==> config.mk <==
export PLATFORM = sky130hd
export DESIGN_NAME = bmm_ram
export DESIGN_NICKNAME = d
export VERILOG_FILES = /design/src/rtl/assert_macros.svh /design/src/rtl/bmm_ram.sv
export SDC_FILE = /design/constraint.sdc
export NUM_CORES = 1
export LEC_CHECK = 0
export BUFFER_PORTS_ARGS = -buffer_cell sky130_fd_sc_hd__buf_2
export CAP_MARGIN = 25
export CORE_ASPECT_RATIO = 0.8
export CORE_MARGIN = 2
export CORE_UTILIZATION = 53
export CTS_CLUSTER_DIAMETER = 30
export DETAILED_ROUTE_END_ITERATION = 16
export PLACE_DENSITY_LB_ADDON = 0.08
export SYNTH_ARGS = -nofsm -noshare
export SYNTH_HDL_FRONTEND = slang
export SYNTH_SLANG_ARGS = --single-unit
==> constraint.sdc <==
create_clock -name clk -period 1.3 [get_ports clk]
set_input_delay 0.065 -clock clk [delete_from_list [all_inputs] [get_ports clk]]
set_output_delay 0.065 -clock clk [all_outputs]
set_load 0.1 [all_outputs]
==> src/rtl/assert_macros.svh <==
// assertion macros shared by the rtl
`ifndef ASSERT_MACROS_SVH
`define ASSERT_MACROS_SVH
`ifndef SYNTH
`define ASSERT_IMPL(lbl, clk, rst, prop) \
  lbl: assert property (@(posedge clk) disable iff (rst) prop) else $error("assertion failed");
`define ASSERT_NEVER(lbl, clk, rst, cond) \
  lbl: assert property (@(posedge clk) disable iff (rst) !(cond)) else $error("forbidden condition");
`else
`define ASSERT_IMPL(lbl, clk, rst, prop)
`define ASSERT_NEVER(lbl, clk, rst, cond)
`endif
`endif

==> src/rtl/bmm_ram.sv <==
module bmm_ram #(
  parameter int Width = 8,
  parameter int Depth = 4
) (
  input  logic                     clk,
  input  logic                     we,
  input  logic [$clog2(Depth)-1:0] waddr,
  input  logic [Width-1:0]         wdata,
  input  logic [$clog2(Depth)-1:0] raddr,
  output logic [Width-1:0]         rdata
);
  logic [Width-1:0] mem [Depth];

  // one write, one registered read
  always_ff @(posedge clk) begin
    if (we) begin
      mem[waddr] <= wdata;
    end
    rdata <= mem[raddr];
  end
endmodule

Yosys cells after proc, flatten, opt, wreduce, memory -nomap -nowiden
Memory sizes are Yosys's and may differ from the RTL's. A register that Yosys moved wholly into a read port is not among the register bits.
Cells that the tools add are included.
Storage, ports and cells
  register bits: 0
  memory bits (writable): 32
  input port bits: 14
  output and inout bits: 8
  word-level logic and storage cells: 3
  memories kept: 1
Operators by class
  multiplexer cells: 2
Memory list
  mem: words 4, width 8, rd ports 1, clocked after Yosys merged registers in 1, write ports 1, RTL line bmm_ram.sv:12  | logic [Width-1:0] mem [Depth];
Operator list (number)
  $mux 1: 2

Logic depth before layout (Yosys ltp)
Gate-level depths: netlist of the first run.
  depth in word-level cells: 2
  depth in mapped cells: 2
  depth with buffers taken out: 1

Least setup slack after synthesis of the first run
OpenSTA, ideal clock, no wires.
  kind: input to register
  start: in waddr[0]
  end: mem mem[0][0], enable pin
  library setup time: 0.385 ns
  arrival: 0.744 ns
  required time: 0.915 ns
  slack: 0.171 ns
  stages: 1
  buffers on the path: 0
  cell sequence: nor3b_1
RTL lines
  from (decl): RTL line bmm_ram.sv:7  | input logic [$clog2(Depth)-1:0] waddr,
  to (decl): RTL line bmm_ram.sv:12
No word-level cell before the write port.

Worst setup path after layout of the first run
  start: reg rdata[6] (read register of mem)
  end: out rdata[6]
RTL lines
  from (decl): RTL line bmm_ram.sv:10  | output logic [Width-1:0] rdata
No word-level cell between the ends.

==> results of run 1 <==
final cells by class:
type,instances,area share (%)
Clock buffer,5,2.33
Multi-Input combinational cell,12,13.2
Sequential cell,40,69.7
Tap cell,36,2.80
Timing Repair Buffer,30,12.0
what timing repair did:
item / 4_1_cts / 5_1_grt
hold buffers: 8 / 0
resized for setup: 0 / 0
endpoints found under the hold margin: 32 / 0
flip-flops by register name, summed over array words and instances, names as in the netlist:
name / flops
mem: 32
rdata: 8
power groups by stage:
stage	sequential [mW]	combinational, mW	clock (mW)
3_3_place_gp	1.50	0.307	0
6_report	1.47	0.327	0.515
4_1_cts	1.47	0.330	0.533
5_1_grt	1.48	0.342	0.611
3_5_place_dp	1.50	0.311	0
2_1_floorplan	1.68	0.0660	0
worst min path at each step:
stage,start,endpoint
after global routing,raddr[1],rdata[1]
final,raddr[1],rdata[7]
after global placement,wdata[6],mem[2][6]
after floorplan,wdata[0],mem[0][0]
after CTS,raddr[1],rdata[7]
after detailed placement,wdata[6],mem[0][6]
through the flow:
stage	cell area [um^2]	hold slack [ps]
6_report	1610	166
5_1_grt	1610	134
3_5_place_dp	1490	285
4_1_cts	1610	155
2_1_floorplan	1350	164
3_3_place_gp	1490	279
synth_stat cells, drive strengths merged:
library cell  instances
and3                  1
and3b                 2
buf                   1
clkbuf                1
dfxtp                 8
edfxtp               32
mux4                  8
nor3b                 1
per-layer routing:
layer	vias up	global-route usage [%]	part of all wire (%)
met5	-	0	0
met4	0	6.67	0.57
met3	2	9.02	6.9
met2	23	23.6	54
met1	307	18.2	39
li1	292	-	-
logic make-up (layout without fill, tap and decap cells):
family	count (synthesis)	after routing	synth area share (%)
buffers and inverters	2	35	1.21
DFF	40	40	83.1
muxes	8	8	13.4
and+or+nand+nor	4	4	2.32
==> flow_summary.ini, run 1 <==
[outcome]
outcome = complete, no violations

[setup_path]
r2r_setup_slack_ps = 340
cp_slowest_cell = buf_2
path_buf_inv = 1
critPathMaxStageDelay_ps = 420
startpoint = rdata[6]
worstReg2RegStart = mem[3][6]
critical_path_required_ps = 1240
cp_top_family = buffers and inverters
path_class = flip-flop to output port
cp-end-kind = output port
start_kind = flip-flop
crit_end = rdata[6]
crit_cells = 1
cp.arrival_ps = 1060
r2r_cells = 1
path_max_fanout = 1
worstPathCellList = buf_2
rr_endpoint = rdata[6]

[sta]
fin_ws_ps = 174
tightest_slew_ps = 486
period_share_pct = 86.6
finClkSkew_ps = 0.870
setup_tns_ps = 0
drv_slew = 0
hold_viol = 0
setup_viol = 0
max-slew-margin-rel_pct = 67.8
min_period_ps = 1130
rsz0062_at_grt = no
fmax_mhz = 888

[power]
seq_power_share_pct = 63.6
p_per_area_mw_per_mm2 = 1440
swShare_pct = 25.5
p_leak_nw = 0.578
p_switching_uw = 591
combPwrFrac_pct = 14.1
peakVddDrop_mv = 0.841
power.total_mw = 2.32
clkPwrFrac_pct = 22.2
internal-power_mw = 1.73

[floorplan]
dieArea_mm2 = 0.00297
die_y_um = 49.1
pin_count = 22
core_area_mm2 = 0.00242
fp-row-count = 16
start_util_pct = 55.7
die-width_um = 60.4

[synthesis]
ys_warn_count = 0
syn_inst = 54
yosysTopAreaCellShare_pct = 71.2
netlist_area_mm2 = 0.00135
synth.area.top_cells = edfxtp_1 (71%), mux4_2 (13%), dfxtp_1 (12%), and3b_1 (1.3%), buf_6 (0.83%)
yosysSeqAreaShare_pct = 83.1
yosysUniqueCellTypes = 8
syn_nets = 68
syn_area_per_cell_um2 = 25.0
synth_top_area_cell = edfxtp_1
ys_ff_latch = 40

[drt]
drc_errors = 0
finalWirelength_um = 1940
vias = 624
drt-initial-drc-count = 9
vias_per_cell = 5.07
drt_pass1_iterations = 4
antenna_left = 0
routedWlPerCell_um = 15.8

[clock_tree]
cts_root_buffer = clkbuf_4
cts_htree_levels = 2
cts.sinks = 40
ctsLongestPathBuffers = 2
cts_buffers = 5
clk_pin_slew_ps = 100
cts_setup_buffers = 0
cts_tree = done
clock_latency_ps = 320

[cells_and_area]
layout-drive-gt1-share_pct = 40.2
layout_common_cells = edfxtp_1 (32), buf_2 (21), mux4_2 (8), dlygate4sd3_1 (8), dfxtp_1 (8)
layout.cells.non_filler = 123
final_common_cell = edfxtp_1
seqCellArea_mm2 = 0.00112
finalNetCount = 103
fillerInstances = 177
fin_util_pct = 66.4
multi_input_area_um2 = 211
antenna_cells = 0
area.growth.synth_to_final_pct = 19.2

[global_routing]
groute.usage.overall_pct = 15.7
grt_pass1_wl_um = 3020
grt_pass1_vias = 623
antenna_found_initial = 0
grt_max_degree = 11
gr-total-overflow = 0

[placed_design]
portBuffers = 21
pre_cts_ws_ps = 275
dp_cells = 110
place_congestion = 0.642

[worst_hold_path]
hold_path.class = input port to flip-flop
holdPathStages = 2

[run]
drv_cap = 0
Power figures use the tool's default switching activity.
==> run 2, diff against run 1 <==
Settings changed: CORE_ASPECT_RATIO 0.8 to 0.6.
==> run 2 against run 1 <==
Sequential share of layout area decreased by 0.75 points. Non-clock buffer count decreased by 2. Wire length decreased by 3.0%. Clock skew up 2.1 ps. Critical path depth unchanged. Die area rose by 0.36%. Cell area grew 1.1%. Hold slack got worse by 160 ps. Combinational power shrank 2%. Flip-flop and latch count stayed put. Register-to-register slack is essentially flat. Sequential power hardly changed. Critical path type unchanged. Largest cell class unchanged. Largest power group unchanged.
==> flow_summary.ini, run 2 (same netlist as run 1, synthesis figures left out) <==
[outcome]
outcome = complete, no violations

[clock_tree]
cts_htree_levels = 2
clock_latency_ps = 290
cts_root_buffer = clkbuf_8
cts_setup_buffers = 0
clk_pin_slew_ps = 70
ctsLongestPathBuffers = 2
cts_buffers = 5
cts_tree = done
post_cts_resized = 0
cts.sinks = 40

[setup_path]
worstPathCellList = buf_2
cp_slowest_cell = buf_2
path_class = flip-flop to output port
worstReg2RegStart = mem[1][2]
crit_cells = 1
critical_path_required_ps = 1240
cp_top_family = buffers and inverters
start_kind = flip-flop
path_max_fanout = 1
rr_endpoint = rdata[2]
crit_end = rdata[1]
path_buf_inv = 1
r2r_cells = 1
r2r_setup_slack_ps = 340
startpoint = rdata[1]
cp-end-kind = output port
cp.arrival_ps = 1010
critPathMaxStageDelay_ps = 410

[cells_and_area]
finalNetCount = 101
layout_common_cells = edfxtp_1 (32), buf_2 (21), mux4_2 (8), dfxtp_1 (8), dlygate4sd3_1 (6)
top_register = mem
final_common_cell = edfxtp_1
area.growth.synth_to_final_pct = 20.5
layout-drive-gt1-share_pct = 39.8
final_area_mm2 = 0.00163
layout.cells.non_filler = 120
fillerInstances = 166
largest_reg_flops = 32
antenna_cells = 0
fin_util_pct = 66.3
reg.largest.list = mem (32), rdata (8)

[placed_design]
place_congestion = 0.656
portBuffers = 21
dp_cells = 106
place_area_mm2 = 0.00149
place_hpwl_um = 1220
pre_cts_ws_ps = 278

[sta]
setup_viol = 0
fmax_mhz = 934
min_period_ps = 1070
max-slew-margin-rel_pct = 67.6
period_share_pct = 82.4
drv_slew = 0
fin_hold_ws_ps = 3.48
finClkSkew_ps = 2.94
setup_tns_ps = 0
rsz0062_at_grt = no
fin_ws_ps = 229
tightest_slew_ps = 489
hold_viol = 0

[run]
drv_cap = 0

[worst_hold_path]
hold_path.class = input port to flip-flop

[drt]
finalWirelength_um = 1880
drc_errors = 0
drt_pass1_iterations = 3
vias_per_cell = 5.09
antenna_left = 0
routedWlPerCell_um = 15.7
vias = 611
drt-initial-drc-count = 29

[global_routing]
grt_max_degree = 12
gr-total-overflow = 0
grt_pass1_wl_um = 2870
groute.usage.overall_pct = 14.8
grt_pass1_vias = 606
antenna_found_initial = 0

[floorplan]
pin_count = 22
start_util_pct = 55.0
die-width_um = 69.1
core_area_mm2 = 0.00245
fp-row-count = 14
dieArea_mm2 = 0.00298
die_y_um = 43.1

[power]
p_per_area_mw_per_mm2 = 1570
p_leak_nw = 0.586
power.total_mw = 2.55
peakVddDrop_mv = 0.805
-- run 2: cell count changes in the layout (fill, tap and decap cells not counted), sizes merged --
cell         change
clkinv           +1
dlygate4sd3      -2
clkbuf           +2
-- run 2: final cells by class --
| type | count | area, um^2 | area share (%) |
|---|---|---|---|
| clock buffer | 7 | 76.3 | 4.70 |
| multi-input combinational | 12 | 211 | 13.0 |
| tap | 32 | 40.0 | 2.46 |
| sequential | 40 | 1120 | 69.0 |
| timing repair buffer | 28 | 173 | 10.6 |
| clock inverter | 1 | 3.75 | 0.231 |
-- run 2: what timing repair did --
| action | 4_1_cts | 5_1_grt |
|---|---|---|
| endpoints found under the setup margin | 0 | 0 |
| endpoints found under the hold margin | 21 | 0 |
| hold buffers | 6 | 0 |
-- run 2: how the worst min path moves through the flow --
stage | start | to | slack (ps) | depth (start not counted)
2_1_floorplan | wdata[0] | mem[0][0] | 160 | 0
3_3_place_gp | wdata[1] | mem[3][1] | 280 | 1
3_5_place_dp | wdata[1] | mem[2][1] | 290 | 1
4_1_cts | wdata[2] | mem[1][2] | 4 | 1
5_1_grt | wdata[5] | mem[1][5] | 10 | 1
6_report | wdata[2] | mem[1][2] | 3 | 1
-- run 2: routing by layer --
metal,share of wire (%),GRT usage (%)
met5,0,0
met4,3.5,11.8
met3,4.6,5.23
met2,46,22.3
met1,46,17.6
-- run 2: report_power, final --
group | internal [mW] | total (mW) | switching, mW
sequential | 1.46 | 1.47 | 0.0157
clock | 0.373 | 0.759 | 0.386
combinational | 0.0826 | 0.322 | 0.239
total | 1.91 | 2.55 | 0.640
==> run 3, diff against run 2 <==
Settings changed: CORE_UTILIZATION 53 to 48.
Clock period 1.3 ns to 0.95 ns, I/O delays scaled along.
==> run 3 against run 2 <==
The flow now finishes with violations (negative setup slack). Via count is 5.4% higher. Global-route usage is 0.75 points higher. Sequential share of layout area is 8.2 points lower. Flip-flop and latch count stayed put. Setup slack worse by 260 ps. Clock power is 34% higher. Utilization is 5.5 points higher. Combinational power is 82% higher. Non-clock buffer count is 6 higher. Cell area is 14% higher. Cell count is 5.0% higher. Wire length is 9.9% higher. Critical path type is now flip-flop to flip-flop.
==> flow_summary.ini, run 3 (same netlist as run 1, synthesis figures left out) <==
[cells_and_area]
finalNetCount = 107
multi_input_area_um2 = 216
layout.cells.non_filler = 126
layout_common_cells = edfxtp_1 (32), buf_2 (13), buf_12 (12)
area.growth.synth_to_final_pct = 37.9
layout-drive-gt1-share_pct = 51.1
fillerInstances = 160
largest_reg_flops = 32
final_common_cell = edfxtp_1
seqCellArea_mm2 = 0.00113
reg.largest.list = mem (32), rdata (8)
antenna_cells = 0
top_register = mem
fin_util_pct = 71.8
final_area_mm2 = 0.00186

[power]
power.total_mw = 3.66
combPwrFrac_pct = 16.1
seq_power_share_pct = 56.0
peakVddDrop_mv = 1.09
swShare_pct = 24.6
p_switching_uw = 900
p_leak_nw = 0.675
clkPwrFrac_pct = 27.9
internal-power_mw = 2.76
p_per_area_mw_per_mm2 = 1960

[floorplan]
fp-row-count = 14
pin_count = 22
start_util_pct = 52.0
die_y_um = 45.1
dieArea_mm2 = 0.00326
core_area_mm2 = 0.00259
die-width_um = 72.4

[setup_path]
cp_top_family = multiplexers
path_buf_inv = 0
path_max_fanout = 1
critical_path_required_ps = 1100
cp.arrival_ps = 1130
critPathMaxStageDelay_ps = 470
worstPathCellList = mux4_2
path_class = flip-flop to flip-flop
start_kind = flip-flop
cp-end-kind = flip-flop
cp_slowest_cell = mux4_2

[drt]
antenna_left = 0
vias = 644
finalWirelength_um = 2070
drt-met1-wl_um = 942
wl_met3_um = 88
vias_per_cell = 5.11
drt-initial-drc-count = 56
dr_wl_met2_um = 1040
drc_errors = 0
routedWlPerCell_um = 16.4
drt_pass1_iterations = 4
topRoutingLayerUsed = met3

[sta]
fin_hold_ws_ps = 191
finClkSkew_ps = 2.38
fin_ws_ps = -31.4
fmax_mhz = 1020
max-slew-margin-rel_pct = 86.9
min_period_ps = 981
period_share_pct = 103
hold_viol = 0
rsz0062_at_grt = yes
setup_viol = 5
drv_slew = 0
tightest_slew_ps = 197
setup_tns_ps = -78.5

[outcome]
violations = negative setup slack
outcome = finished with violations

[clock_tree]
cts.sinks = 40
cts_setup_buffers = 0
clk_pin_slew_ps = 70
clock_latency_ps = 270
cts_htree_levels = 2
cts_tree = done
cts_root_buffer = clkbuf_8
ctsLongestPathBuffers = 2
cts_buffers = 5

[run]
drv_cap = 0

[placed_design]
dp_cells = 110
place_area_mm2 = 0.00170
place_congestion = 0.656
pre_cts_ws_ps = -21.9
portBuffers = 21

[global_routing]
grt_max_degree = 13
gr-total-overflow = 0
groute.usage.overall_pct = 15.5
antenna_found_initial = 0
grt_pass1_wl_um = 3430
grt_pass1_vias = 710

[worst_hold_path]
hold_path.class = input port to flip-flop
-- run 3: path summary, 6_finish.rpt --
check	depth (start not counted)	from	end	slack [ps]
max	1	mem[2][3]	rdata[3]	-30
min	2	raddr[1]	rdata[4]	190
max reg2reg	1	mem[2][3]	rdata[3]	-30
min reg2reg	1	mem[2][0]	rdata[0]	550
-- run 3: area by class of cell --
class	count	share of cell area, %
Tap cell	32	2.15
Timing Repair Buffer	34	21.1
Sequential cell	40	60.8
Clock buffer	6	3.90
Clock inverter	2	0.403
Multi-Input combinational cell	12	11.6
-- run 3: power by group through the flow --
| stage | clock [mW] | combinational (mW) | sequential, mW |
|---|---|---|---|
| after CTS | 1.03 | 0.593 | 2.05 |
| after detailed placement | 0 | 0.567 | 2.09 |
| final | 1.02 | 0.587 | 2.05 |
| after global placement | 0 | 0.560 | 2.08 |
| after global routing | 1.12 | 0.609 | 2.06 |
| after floorplan | 0 | 0.0911 | 2.31 |
-- run 3: layer usage --
metal | vias up | GRT usage (%)
li1 | 305 | -
met1 | 320 | 19.8
met2 | 19 | 25.1
met3 | 0 | 6.03
met4 | 0 | 5.56
met5 | - | 0
-- run 3: repair_timing --
item	CTS	global route
gates resized for setup	0	0
endpoints found under the setup margin	7	8
endpoints found under the hold margin	30	0
hold buffers	8	0
