==> config.mk <==
export PLATFORM = sky130hd
export DESIGN_NAME = bmm_back_flat
export DESIGN_NICKNAME = d
export VERILOG_FILES = /design/src/rtl/bmm_pkg.sv /design/src/rtl/bmm_if.sv /design/src/rtl/bmm_ram.sv /design/src/rtl/bmm_back.sv /design/src/flat_wrapper.sv
export VERILOG_INCLUDE_DIRS = /design/src /design/src/rtl
export SDC_FILE = /design/constraint.sdc
export NUM_CORES = 2
export LEC_CHECK = 0
export ABC_AREA = 1
export BUFFER_PORTS_ARGS = -buffer_cell sky130_fd_sc_hd__buf_2
export CAP_MARGIN = 20
export CORE_ASPECT_RATIO = 0.9
export CORE_MARGIN = 2
export CORE_UTILIZATION = 45
export DETAILED_ROUTE_END_ITERATION = 6
export REMOVE_ABC_BUFFERS = 1
export SLEW_MARGIN = 10
export SYNTH_ARGS = -nofsm -noshare
export SYNTH_HDL_FRONTEND = slang
export SYNTH_SLANG_ARGS = --single-unit
==> constraint.sdc <==
create_clock -name clk -period 6.7 [get_ports clk]
set_input_delay 0.67 -clock clk [delete_from_list [all_inputs] [get_ports clk]]
set_output_delay 0.67 -clock clk [all_outputs]
set_load 0.01 [all_outputs]
==> src/rtl/assert_macros.svh <==
// assertion macros shared by the rtl
`ifndef ASSERT_MACROS_SVH
`define ASSERT_MACROS_SVH
`ifndef SYNTH
`define ASSERT_IMPL(lbl, clk, rst, prop) \
  lbl: assert property (@(posedge clk) disable iff (rst) prop) else $error("assertion failed");
`define ASSERT_NEVER(lbl, clk, rst, cond) \
  lbl: assert property (@(posedge clk) disable iff (rst) !(cond)) else $error("forbidden condition");
`else
`define ASSERT_IMPL(lbl, clk, rst, prop)
`define ASSERT_NEVER(lbl, clk, rst, cond)
`endif
`endif

==> src/rtl/bmm_pkg.sv <==
package bmm_pkg;
  localparam int DefMaxLeft  = 64;
  localparam int DefMaxRight = 64;
  localparam int RowW        = 64;
  localparam int RcW         = 7;
  localparam int MatchW      = 7;
  localparam int IndW        = 8;

  typedef struct packed {
    logic [RowW-1:0] row_bits;
    logic            last_row;
  } in_item_t;

  typedef struct packed {
    logic [MatchW-1:0] match_count;
    logic [IndW-1:0]   independent_count;
    logic              overflow;
  } out_item_t;

  typedef enum logic [3:0] {
    S_IDLE, S_CLR, S_START, S_RD, S_WAIT, S_SCAN, S_PUSH, S_POP, S_UNRD, S_UNWIND, S_DONE
  } bk_state_t;
endpackage

==> src/rtl/bmm_if.sv <==


interface bmm_out_if;
  import bmm_pkg::*;
  logic      valid;
  logic      ready;
  out_item_t data;
  modport source (output valid, output data, input ready);
  modport sink (input valid, input data, output ready);
endinterface

==> src/rtl/bmm_ram.sv <==
module bmm_ram #(
  parameter int Width = 8,
  parameter int Depth = 4
) (
  input  logic                     clk,
  input  logic                     we,
  input  logic [$clog2(Depth)-1:0] waddr,
  input  logic [Width-1:0]         wdata,
  input  logic [$clog2(Depth)-1:0] raddr,
  output logic [Width-1:0]         rdata
);
  logic [Width-1:0] mem [Depth];

  // one write, one registered read
  always_ff @(posedge clk) begin
    if (we) begin
      mem[waddr] <= wdata;
    end
    rdata <= mem[raddr];
  end
endmodule

==> src/rtl/bmm_back.sv <==
`include "assert_macros.svh"
module bmm_back #(
  parameter int MaxLeft  = bmm_pkg::DefMaxLeft,
  parameter int MaxRight = bmm_pkg::DefMaxRight
) (
  input  logic                         clk,
  input  logic                         rst,
  input  logic [bmm_pkg::RcW-1:0]      right_count,
  input  logic                         job_valid,
  output logic                         job_ready,
  input  logic [$clog2(MaxLeft+1)-1:0] job_rows,
  input  logic                         job_ovf,
  output logic [$clog2(MaxLeft)-1:0]   row_raddr,
  input  logic [bmm_pkg::RowW-1:0]     row_rdata,
  bmm_out_if.source                    out_ch
);
  import bmm_pkg::*;
  localparam int LW   = $clog2(MaxLeft);
  localparam int CntW = $clog2(MaxLeft+1);
  localparam int RW   = $clog2(MaxRight);
  localparam int SW   = $clog2(MaxRight+2);
  localparam int SAW  = $clog2(MaxRight+1);
  localparam int FW   = LW + RW;

  bk_state_t state, state_next;

  // partner valid bit per right vertex, left index kept in a ram
  logic [MaxRight-1:0] pvalid;
  logic                part_we;
  logic [RW-1:0]       part_waddr;
  logic [LW-1:0]       part_wdata;
  logic [LW-1:0]       part_rdata;
  // search stack frames in a ram: left vertex and right vertex it was reached through
  logic                stk_we;
  logic [SAW-1:0]      stk_waddr;
  logic [SAW-1:0]      stk_raddr;
  logic [FW-1:0]       stk_wdata;
  logic [FW-1:0]       stk_rdata;
  logic [SW-1:0]       sp;
  logic [63:0]         visited;
  logic [63:0]         adj;
  logic [CntW-1:0]     nrows;
  logic                ovf;
  logic [CntW-1:0]     cur;
  logic [MatchW-1:0]   match_cnt;
  logic [RcW-1:0]      nr;
  logic [63:0]         rmask;
  logic [63:0]         cand;
  logic [RW-1:0]       pick;
  logic [RW-1:0]       pick_q;
  logic [RW-1:0]       uvia;
  logic                found;
  logic                free_hit;
  logic [SW-1:0]       top;
  logic [SW-1:0]       below;
  logic [LW-1:0]       cur_left;

  assign nr    = (right_count > RcW'(MaxRight)) ? RcW'(MaxRight) : right_count;
  assign rmask = (nr >= RcW'(64)) ? '1 : ((64'd1 << nr) - 64'd1);
  assign cand  = adj & ~visited;
  assign top   = sp - SW'(1);
  assign below = sp - SW'(2);

  // lowest unvisited neighbour of the top frame
  always_comb begin
    pick  = '0;
    found = 1'b0;
    for (int j = MaxRight-1; j >= 0; j--) begin
      if (cand[j]) begin
        pick  = RW'(j);
        found = 1'b1;
      end
    end
  end

  assign free_hit  = (state == S_SCAN) && found && !pvalid[pick];
  assign row_raddr = cur_left;
  // job leaves the queue only once its result is out, so the row store is free
  assign job_ready = (state == S_CLR);

  // next state
  always_comb begin
    state_next = state;
    unique case (state)
      S_IDLE:   if (job_valid) state_next = S_START;
      S_START:  state_next = (cur == nrows) ? S_DONE : S_RD;
      S_RD:     state_next = S_WAIT;
      S_WAIT:   state_next = S_SCAN;
      S_SCAN: begin
        if (!found) state_next = (sp == SW'(1)) ? S_START : S_POP;
        else if (!pvalid[pick]) state_next = (sp == SW'(1)) ? S_START : S_UNRD;
        else state_next = S_PUSH;
      end
      S_PUSH:   state_next = S_RD;
      S_POP:    state_next = S_RD;
      S_UNRD:   state_next = S_UNWIND;
      S_UNWIND: if (sp == SW'(1)) state_next = S_START;
      S_DONE:   if (out_ch.ready) state_next = S_CLR;
      S_CLR:    state_next = S_IDLE;
      default:  state_next = S_IDLE;
    endcase
  end

  // outputs and ram controls
  always_comb begin
    out_ch.valid = (state == S_DONE);
    out_ch.data.match_count = match_cnt;
    out_ch.data.independent_count =
      IndW'(IndW'(nrows) + IndW'(nr) - IndW'(match_cnt));
    out_ch.data.overflow = ovf;

    part_we    = free_hit || (state == S_UNWIND);
    part_waddr = (state == S_UNWIND) ? uvia : pick;
    part_wdata = (state == S_UNWIND) ? stk_rdata[FW-1:RW] : cur_left;

    stk_we    = (state == S_START) || (state == S_PUSH);
    stk_waddr = (state == S_START) ? '0 : sp[SAW-1:0];
    stk_wdata = (state == S_START) ? {cur[LW-1:0], {RW{1'b0}}} : {part_rdata, pick_q};
    stk_raddr = free_hit ? top[SAW-1:0] : below[SAW-1:0];
  end

  bmm_ram #(.Width(LW), .Depth(MaxRight)) u_part (
    .clk, .we(part_we), .waddr(part_waddr), .wdata(part_wdata),
    .raddr(pick), .rdata(part_rdata)
  );

  bmm_ram #(.Width(FW), .Depth(MaxRight+1)) u_stack (
    .clk, .we(stk_we), .waddr(stk_waddr), .wdata(stk_wdata),
    .raddr(stk_raddr), .rdata(stk_rdata)
  );

  // search datapath
  always_ff @(posedge clk) begin
    if (rst) begin
      state  <= S_IDLE;
      pvalid <= '0;
      sp     <= '0;
    end else begin
      state <= state_next;
      unique case (state)
        S_IDLE: if (job_valid) begin
          nrows     <= job_rows;
          ovf       <= job_ovf;
          cur       <= '0;
          match_cnt <= '0;
          pvalid    <= '0;
        end
        S_START: begin
          sp       <= SW'(1);
          visited  <= '0;
          cur_left <= cur[LW-1:0];
        end
        S_WAIT: adj <= row_rdata & rmask;
        S_SCAN: begin
          pick_q <= pick;
          if (!found) begin
            if (sp == SW'(1)) cur <= cur + CntW'(1);
            else sp <= top;
          end else begin
            visited[pick] <= 1'b1;
            if (!pvalid[pick]) begin
              pvalid[pick] <= 1'b1;
              if (sp == SW'(1)) begin
                match_cnt <= match_cnt + MatchW'(1);
                cur       <= cur + CntW'(1);
              end
            end
          end
        end
        // new frame for the left vertex holding the picked right vertex
        S_PUSH: begin
          cur_left <= part_rdata;
          sp       <= sp + SW'(1);
        end
        // back to the parent frame
        S_POP: cur_left <= stk_rdata[FW-1:RW];
        S_UNRD: begin
          uvia <= stk_rdata[RW-1:0];
          sp   <= top;
        end
        // flip the path one frame per cycle
        S_UNWIND: begin
          uvia <= stk_rdata[RW-1:0];
          if (sp == SW'(1)) begin
            match_cnt <= match_cnt + MatchW'(1);
            cur       <= cur + CntW'(1);
          end else begin
            sp <= top;
          end
        end
        S_CLR: pvalid <= '0;
        default: ;
      endcase
    end
  end

  `ASSERT_NEVER(a_sp_bound, clk, rst, sp > SW'(MaxRight+1) && state != S_IDLE)
  `ASSERT_IMPL(a_out_hold, clk, rst, out_ch.valid && !out_ch.ready |=> out_ch.valid)
  `ASSERT_NEVER(a_match_bound, clk, rst, state == S_DONE && 32'(match_cnt) > 32'(nrows))
endmodule

==> src/flat_wrapper.sv <==
// flat-port wrapper written by rule: the top's interface ports become plain ports
module bmm_back_flat import bmm_pkg::*;
#(
  parameter int MaxLeft  = bmm_pkg::DefMaxLeft,
  parameter int MaxRight = bmm_pkg::DefMaxRight
)
  (clk, rst, right_count, job_valid, job_ready, job_rows, job_ovf, row_raddr, row_rdata, out_ch_valid, out_ch_data, out_ch_ready);
  bmm_out_if out_ch_i ();
  input  logic clk;
  input  logic rst;
  input  logic [bmm_pkg::RcW-1:0] right_count;
  input  logic job_valid;
  output logic job_ready;
  input  logic [$clog2(MaxLeft+1)-1:0] job_rows;
  input  logic job_ovf;
  output logic [$clog2(MaxLeft)-1:0] row_raddr;
  input  logic [bmm_pkg::RowW-1:0] row_rdata;
  output wire logic [$bits(out_ch_i.valid)-1:0] out_ch_valid;
  output wire logic [$bits(out_ch_i.data)-1:0] out_ch_data;
  input wire logic [$bits(out_ch_i.ready)-1:0] out_ch_ready;
  assign out_ch_valid = out_ch_i.valid;
  assign out_ch_data = out_ch_i.data;
  assign out_ch_i.ready = out_ch_ready;
  bmm_back #(.MaxLeft(MaxLeft), .MaxRight(MaxRight)) u_core (.clk(clk), .rst(rst), .right_count(right_count), .job_valid(job_valid), .job_ready(job_ready), .job_rows(job_rows), .job_ovf(job_ovf), .row_raddr(row_raddr), .row_rdata(row_rdata), .out_ch(out_ch_i));
endmodule
## After elaboration in Yosys (flattened, before gate mapping)

Memories as Yosys holds them, arrays and structs flattened. A register that Yosys moved wholly into a read port is not among the register bits.
Index checks and enable logic that the tools add are counted.

- Register bits: 243
- Bits in writable memories: 1,164
- Input port bits: 83
- Output and inout bits: 24
- Logic and storage cells: 248
- Memories: 2

Memory list:

| memory | depth | bits a word | read ports | clocked after memory_dff | write ports | RTL line | RTL |
|---|---|---|---|---|---|---|---|
| u_core.u_stack.mem | 65 | 12 | 1 | 1 | 1 | bmm_ram.sv:12 | `logic [Width-1:0] mem [Depth];` |
| u_core.u_part.mem | 64 | 6 | 1 | 1 | 1 | bmm_ram.sv:12 |  |

- Add/sub/neg operators: 8
- Magnitude comparators: 4
- Equality and inequality tests: 19
- Shift-type cells: 1
- Muxes and demuxes: 171
- Bitwise operators: 6
- Reductions and logical operators: 25

Operators with widths:

| cell | number |
|---|---|
| $mux W6 | 66 |
| $mux W64 | 5 |
| $pmux W64 S3 | 1 |
| $and A64 B64 Y64 | 2 |
| $or A64 B64 Y64 | 2 |
| $pmux W64 S2 | 1 |
| $mux W7 | 12 |
| $mux W1 | 70 |
| $not A64 Y64 | 1 |
| $shl A1 B7 Y64 const A | 1 |
| $sub A64 B1 Y64 const B | 1 |
| $pmux W7 S3 | 2 |
| $pmux W4 S9 | 1 |
| $pmux W7 S5 | 1 |
| $mux W4 | 7 |
| $add A7 B1 Y7 const B | 3 |
| $pmux W6 S3 | 1 |
| $eq A4 B3 Y1 const B | 4 |
| $eq A4 B4 Y1 const B | 3 |
| $mux W12 | 1 |
| $reduce_and A2 Y1 | 5 |
| $reduce_and A3 Y1 | 3 |
| $reduce_bool A3 Y1 | 3 |
| $add A7 B7 Y8 | 1 |
| 27 further kinds | 37 |

## Longest topological paths before layout

- Depth after elaboration: 74
- Depth in mapped cells: 87
- Gate-level depth less buffers: 86

## Hierarchy

A second synthesis with hierarchy kept.

- Cell total of the unflattened synthesis: 6,013
- Area total of the unflattened synthesis: 62,617.6 µm²

Modules (own cells, without submodules):

| module | times used | cells an instance | area an instance (µm²) | sequential area each (µm²) |
|---|---|---|---|---|
| bmm_ram at u_core.u_stack | 1 | 2,684 | 32,105.8 | 23,662.7 |
| bmm_ram at u_core.u_part | 1 | 1,376 | 15,930.3 | 11,651.2 |
| bmm_back | 1 | 1,953 | 14,581.5 | 6,546.3 |

## Worst setup path after synthesis

No wires, ideal clock.

- Path type: in2reg
- Start point: in rst
- End point: reg u_core.adj[0] (enable)
- Library setup time: 0.565 ns
- Data arrival time: 5.266 ns
- Required time: 6.135 ns
- Path slack: 0.869 ns
- Stages on the path: 2
- Buffers on the path: 1
- Cell sequence: clkbuf_1 nor3_1

- Cells in the longest elaborated chain, start to end: 2

Ends and longest elaborated chain:

| item | RTL line | RTL |
|---|---|---|
| start, declared | flat_wrapper.sv:10 | `input logic rst;` |
| $not A1 Y1 (no source line) | - |  |
| $reduce_and A2 Y1 (no source line) | - |  |
| end signal, assigned | bmm_back.sv:153 | `S_WAIT: adj <= row_rdata & rmask;` |
| end, declared | bmm_back.sv:41 | `logic [63:0] adj;` |

No other way between the ends.
A chain may end at the register's enable or synchronous reset.

## Worst setup path in the final report

- Start point: reg u_core.visited[63]
- End point: reg u_core.u_stack.rdata[1] (read register of u_core.u_stack.mem)

- Cells in the longest elaborated chain, start to end: 71
- Elaborated cells between the ends (all ways): 136
- Those cells by class: mux: 131; bitwise: 2; reduce/logical: 3

Ends and longest elaborated chain:

| item | RTL line | RTL |
|---|---|---|
| start, declared | bmm_back.sv:40 | `logic [63:0] visited;` |
| start signal, assigned | bmm_back.sv:150 | `visited <= '0;` |
| start signal, assigned by index | bmm_back.sv:160 | `visited[pick] <= 1'b1;` |
| $not A64 Y64 (*) | bmm_back.sv:60 | `assign cand = adj & ~visited;` |
| $and A64 B64 Y64 (*) | bmm_back.sv:60 |  |
| $mux W6 (64 in a row) | bmm_back.sv:69 | `if (cand[j]) begin` |
| $bmux W1 S6 | bmm_back.sv:76 | `assign free_hit = (state == S_SCAN) && found && !pvalid[pick];` |
| $mux W1 (implied by the code) | bmm_back.sv:76 |  |
| $logic_not A1 Y1 | - |  |
| $logic_and A1 B1 Y1 (*) | bmm_back.sv:76 |  |
| $mux W7 (*) | bmm_back.sv:119 | `stk_raddr = free_hit ? top[SAW-1:0] : below[SAW-1:0];` |
| end, declared | bmm_ram.sv:10 | `output logic [Width-1:0] rdata` |

Every way passes the cells marked *; elsewhere a longest branch is shown, timed or not. The select of a mux whose other input is x is not followed.

==> results.sh <==
export IMPL_stdcell_count=8528
export IMPL_grt_ovfl_total=0
export IMPL_antenna_left=0
export IMPL_clock_path_buffers=3
export IMPL_skew_ns=0.0338
export IMPL_postSynthAreaPerCell_um2=10.2
export IMPL_p_leak_nw=30.4
export IMPL_slowest_stage="edfxtp_1"
export IMPL_fillers=12100
export IMPL_vias=46100
export IMPL_grt_max_degree=79
export IMPL_die_w_um=399
export IMPL_gp_congestion=0.927
export IMPL_clk_latency_ns=0.80
export IMPL_die_height_um=360
export IMPL_drc=0
export IMPL_placedCellCount=8174
export IMPL_worst_slew_pin_slew_ns=1.20
export IMPL_fin_crit_ns=6.60
export IMPL_finalMaxSlewViolations=0
export IMPL_place_hpwl_mm=118
export IMPL_drt_iter0_drc=4786
export IMPL_hp_start="job_rows[3]"
export IMPL_die_area_mm2=0.143
export IMPL_layout_drive_gt1_share=0.148
export IMPL_critical_path_class="flop to flop"
export IMPL_port_buffers=106
export IMPL_start_kind="flop"
export IMPL_crit_path_max_incr_delay_ns=0.38
export IMPL_maxCapViolCount=0
export IMPL_min_period_over_period=0.985
export IMPL_hold_depth=1
export IMPL_ys_seq_elements=1425
export IMPL_final_hold_viol_count=0
export IMPL_routed_wl_mm=190
export IMPL_cts_buffers=150
export IMPL_synthArstFlopShare=0
export IMPL_setup_violations_final=0
export IMPL_crit_path_end_kind="flop"
export IMPL_grt_usage=0.255
export IMPL_worstPathMaxFanout=10
export IMPL_core_area_mm2=0.140
export IMPL_ir_drop_mv=0.286
export IMPL_wl_per_cell_um=22.3
export IMPL_antenna_found_initial=5
export IMPL_yosysSeqAreaShare=0.662
export IMPL_yosysUniqueCellTypes=51
export IMPL_rows=130
export IMPL_grt_pass1_wl_mm=277
export IMPL_cp_required_ns=7.44
export IMPL_ys_warn_count=0
export IMPL_cts_sinks=1425
export IMPL_rsz0062_at_grt="yes"
export IMPL_cts_hold_repair_buffers=0
export IMPL_drt_pass1_iter_count=6
export IMPL_clk_pin_slew_ns=0.06
export IMPL_rr_startpoint="u_core.visited[63]$_SDFFCE_PN0P_"
export IMPL_reg2reg_depth=87
export IMPL_fmax_mhz=152
export IMPL_status="finished clean"
export IMPL_cts_tree="done"
export IMPL_synth_cells=6169
export IMPL_power_density_mw_per_mm2=312
export IMPL_h_tree_depth=4
export IMPL_path_common_cell="nand2_1"
export IMPL_min_to="u_core.nrows[3]$_DFFE_PP_"
export IMPL_nNetsFinal=6661
export IMPL_synth_top_flop_cell="edfxtp_1"
export IMPL_slew_headroom=0.194
export IMPL_area_delta_synth_final_pct=19.6
export IMPL_whs_ns=0.0855
export IMPL_via_per_inst=5.41
export IMPL_cp_arrival_ns=7.34
export IMPL_grt_pass1_vias=43100
export IMPL_hp_class="input port to flop"
export IMPL_ctsRootBufferMaster="clkbuf_16"
export IMPL_start_util=0.453
export IMPL_worstReg2RegEnd="u_core.u_stack.rdata[1]$_DFF_P_"
export IMPL_synth_edf_count=1332
export IMPL_r2r_slack_ns=0.10
export IMPL_io_pins=107
export IMPL_syn_area_mm2=0.0632
layer usage:
metal  wire, µm  global-route usage  vias to the layer above
met4       4230              0.0638                        2
met1      81700               0.369                    22400
met5         17                   0                        -
met3      16400              0.0454                      279
li1           -                   -                    21600
met2      87400               0.398                     1929
worst max-delay path by stage:
| stage | start | end | slack (ns) | depth (start not counted) |
|---|---|---|---|---|
| 4_1_cts | u_core.visited[63]$_SDFFCE_PN0P_ | u_core.u_stack.rdata[6]$_DFF_P_ | 0.002 | 88 |
| 5_1_grt | u_core.visited[63]$_SDFFCE_PN0P_ | u_core.u_stack.rdata[6]$_DFF_P_ | -0.77 | 86 |
| 2_1_floorplan | u_core.visited[62]$_SDFFCE_PN0P_ | u_core.u_stack.rdata[0]$_DFF_P_ | -2.93 | 84 |
| 3_5_place_dp | u_core.visited[63]$_SDFFCE_PN0P_ | u_core.u_stack.rdata[10]$_DFF_P_ | -0.05 | 86 |
| 6_report | u_core.visited[63]$_SDFFCE_PN0P_ | u_core.u_stack.rdata[1]$_DFF_P_ | 0.10 | 87 |
| 3_3_place_gp | u_core.visited[63]$_SDFFCE_PN0P_ | u_core.u_stack.rdata[10]$_DFF_P_ | -0.21 | 85 |
cell usage after synthesis, types with 13 or more instances:
cell,instances,area [µm²]
buf_2,81,405
nor3_1,45,225
nand2_1,1380,5180
buf_1,44,165
a221oi_1,63,552
edfxtp_1,1332,40000
a31oi_1,26,163
a21oi_1,178,891
o21ai_0,71,355
dfxtp_1,93,1860
nand3_1,926,4630
inv_1,989,3710
clkbuf_1,165,619
nand3b_1,62,465
xor2_1,18,158
ha_1,17,213
nand4_1,59,369
a22o_1,70,613
nor2_1,411,1540
inv_2,13,48.8
layout make-up:
class | count | area, µm² | area share
Tap cell | 1848 | 2310 | 0.0306
Multi-Input combinational cell | 3445 | 17600 | 0.233
Clock buffer | 192 | 4020 | 0.0531
Clock inverter | 84 | 826 | 0.0109
Inverter | 1003 | 3790 | 0.0501
Antenna cell | 2 | 5.00 | 0.0000662
Timing Repair inverter | 1 | 7.51 | 0.0000993
Timing Repair Buffer | 528 | 5160 | 0.0682
Sequential cell | 1425 | 41900 | 0.554
metrics by stage:
| step | setup WS, ns | utilization | cell area (µm²) | setup TNS (ns) | total power [mW] |
|---|---|---|---|---|---|
| 2_1_floorplan | -2.93 | - | 62000 | -54.82 | 12.8 |
| 3_3_place_gp | -0.214 | 0.489 | 68200 | -1.56 | 14.8 |
| 3_5_place_dp | -0.0507 | 0.490 | 68400 | -0.0674 | 14.8 |
| 4_1_cts | 0.00236 | 0.526 | 73300 | 0 | 23.0 |
| 5_1_grt | -0.775 | 0.542 | 75600 | -158.61 | 24.4 |
| 6_report | 0.101 | 0.542 | 75600 | 0 | 23.6 |
power by group:
group | internal [mW] | switching (mW) | total (mW)
clock | 4.69 | 3.54 | 8.23
combinational | 1.64 | 3.45 | 5.09
sequential | 10.1 | 0.147 | 10.3
total | 16.5 | 7.14 | 23.6
sequential cells by signal (all words and copies together) (netlist names), 4 cells and up:
register              flops
u_core.adj               64
u_core.cur                7
u_core.pick_q             6
u_core.pvalid            64
u_core.match_cnt          7
u_core.uvia               6
u_core.state              4
u_core.row_raddr          6
u_core.u_stack.rdata     12
u_core.nrows              7
u_core.sp                 7
u_core.u_stack.mem      780
u_core.visited           64
u_core.u_part.rdata       6
u_core.u_part.mem       384
worst max-delay path: cells and delay by family (launching register included):
family | cells | cell delay (ns)
AND/OR/NAND/NOR | 79 | 4.87
buffers and inverters | 6 | 1.00
flip-flops | 1 | 0.38
AO/OA/AOI/OAI | 2 | 0.24
cell usage in the layout (no fill, tap or decap), types with 30 or more instances in the layout:
cell       instances
clkbuf_16        175
nand4_1           59
o21ai_0           62
edfxtp_1        1332
buf_6             46
a22o_1            70
inv_1            987
nor2_1           376
nor3_1            35
clkinv_1          30
a21oi_1          178
dfxtp_1           93
nand3_2          111
a221oi_1          50
buf_4            287
buf_12            49
nand3b_1          62
nand2_1         1363
buf_2            106
nand3_1          800
clkbuf_1          35
cell families after synthesis:
| family | after synthesis | share of synthesized area |
|---|---|---|
| AOI/OAI and AO/OA | 464 | 0.0474 |
| xor gates and xnor gates | 22 | 0.00305 |
| adders and majority gates | 24 | 0.00558 |
| buffers and inverters | 1300 | 0.0792 |
| DFF | 1425 | 0.662 |
| and+or+nand+nor | 2934 | 0.203 |
what timing repair did:
item | in CTS | in global routing
gates cloned | 3 | 26
resized for setup | 4 | 277
buffers inserted | 1 | 19
pin swaps | 1 | 35
setup endpoints to repair | 3 | 473
No activity file was read; power rests on OpenSTA's default activity.
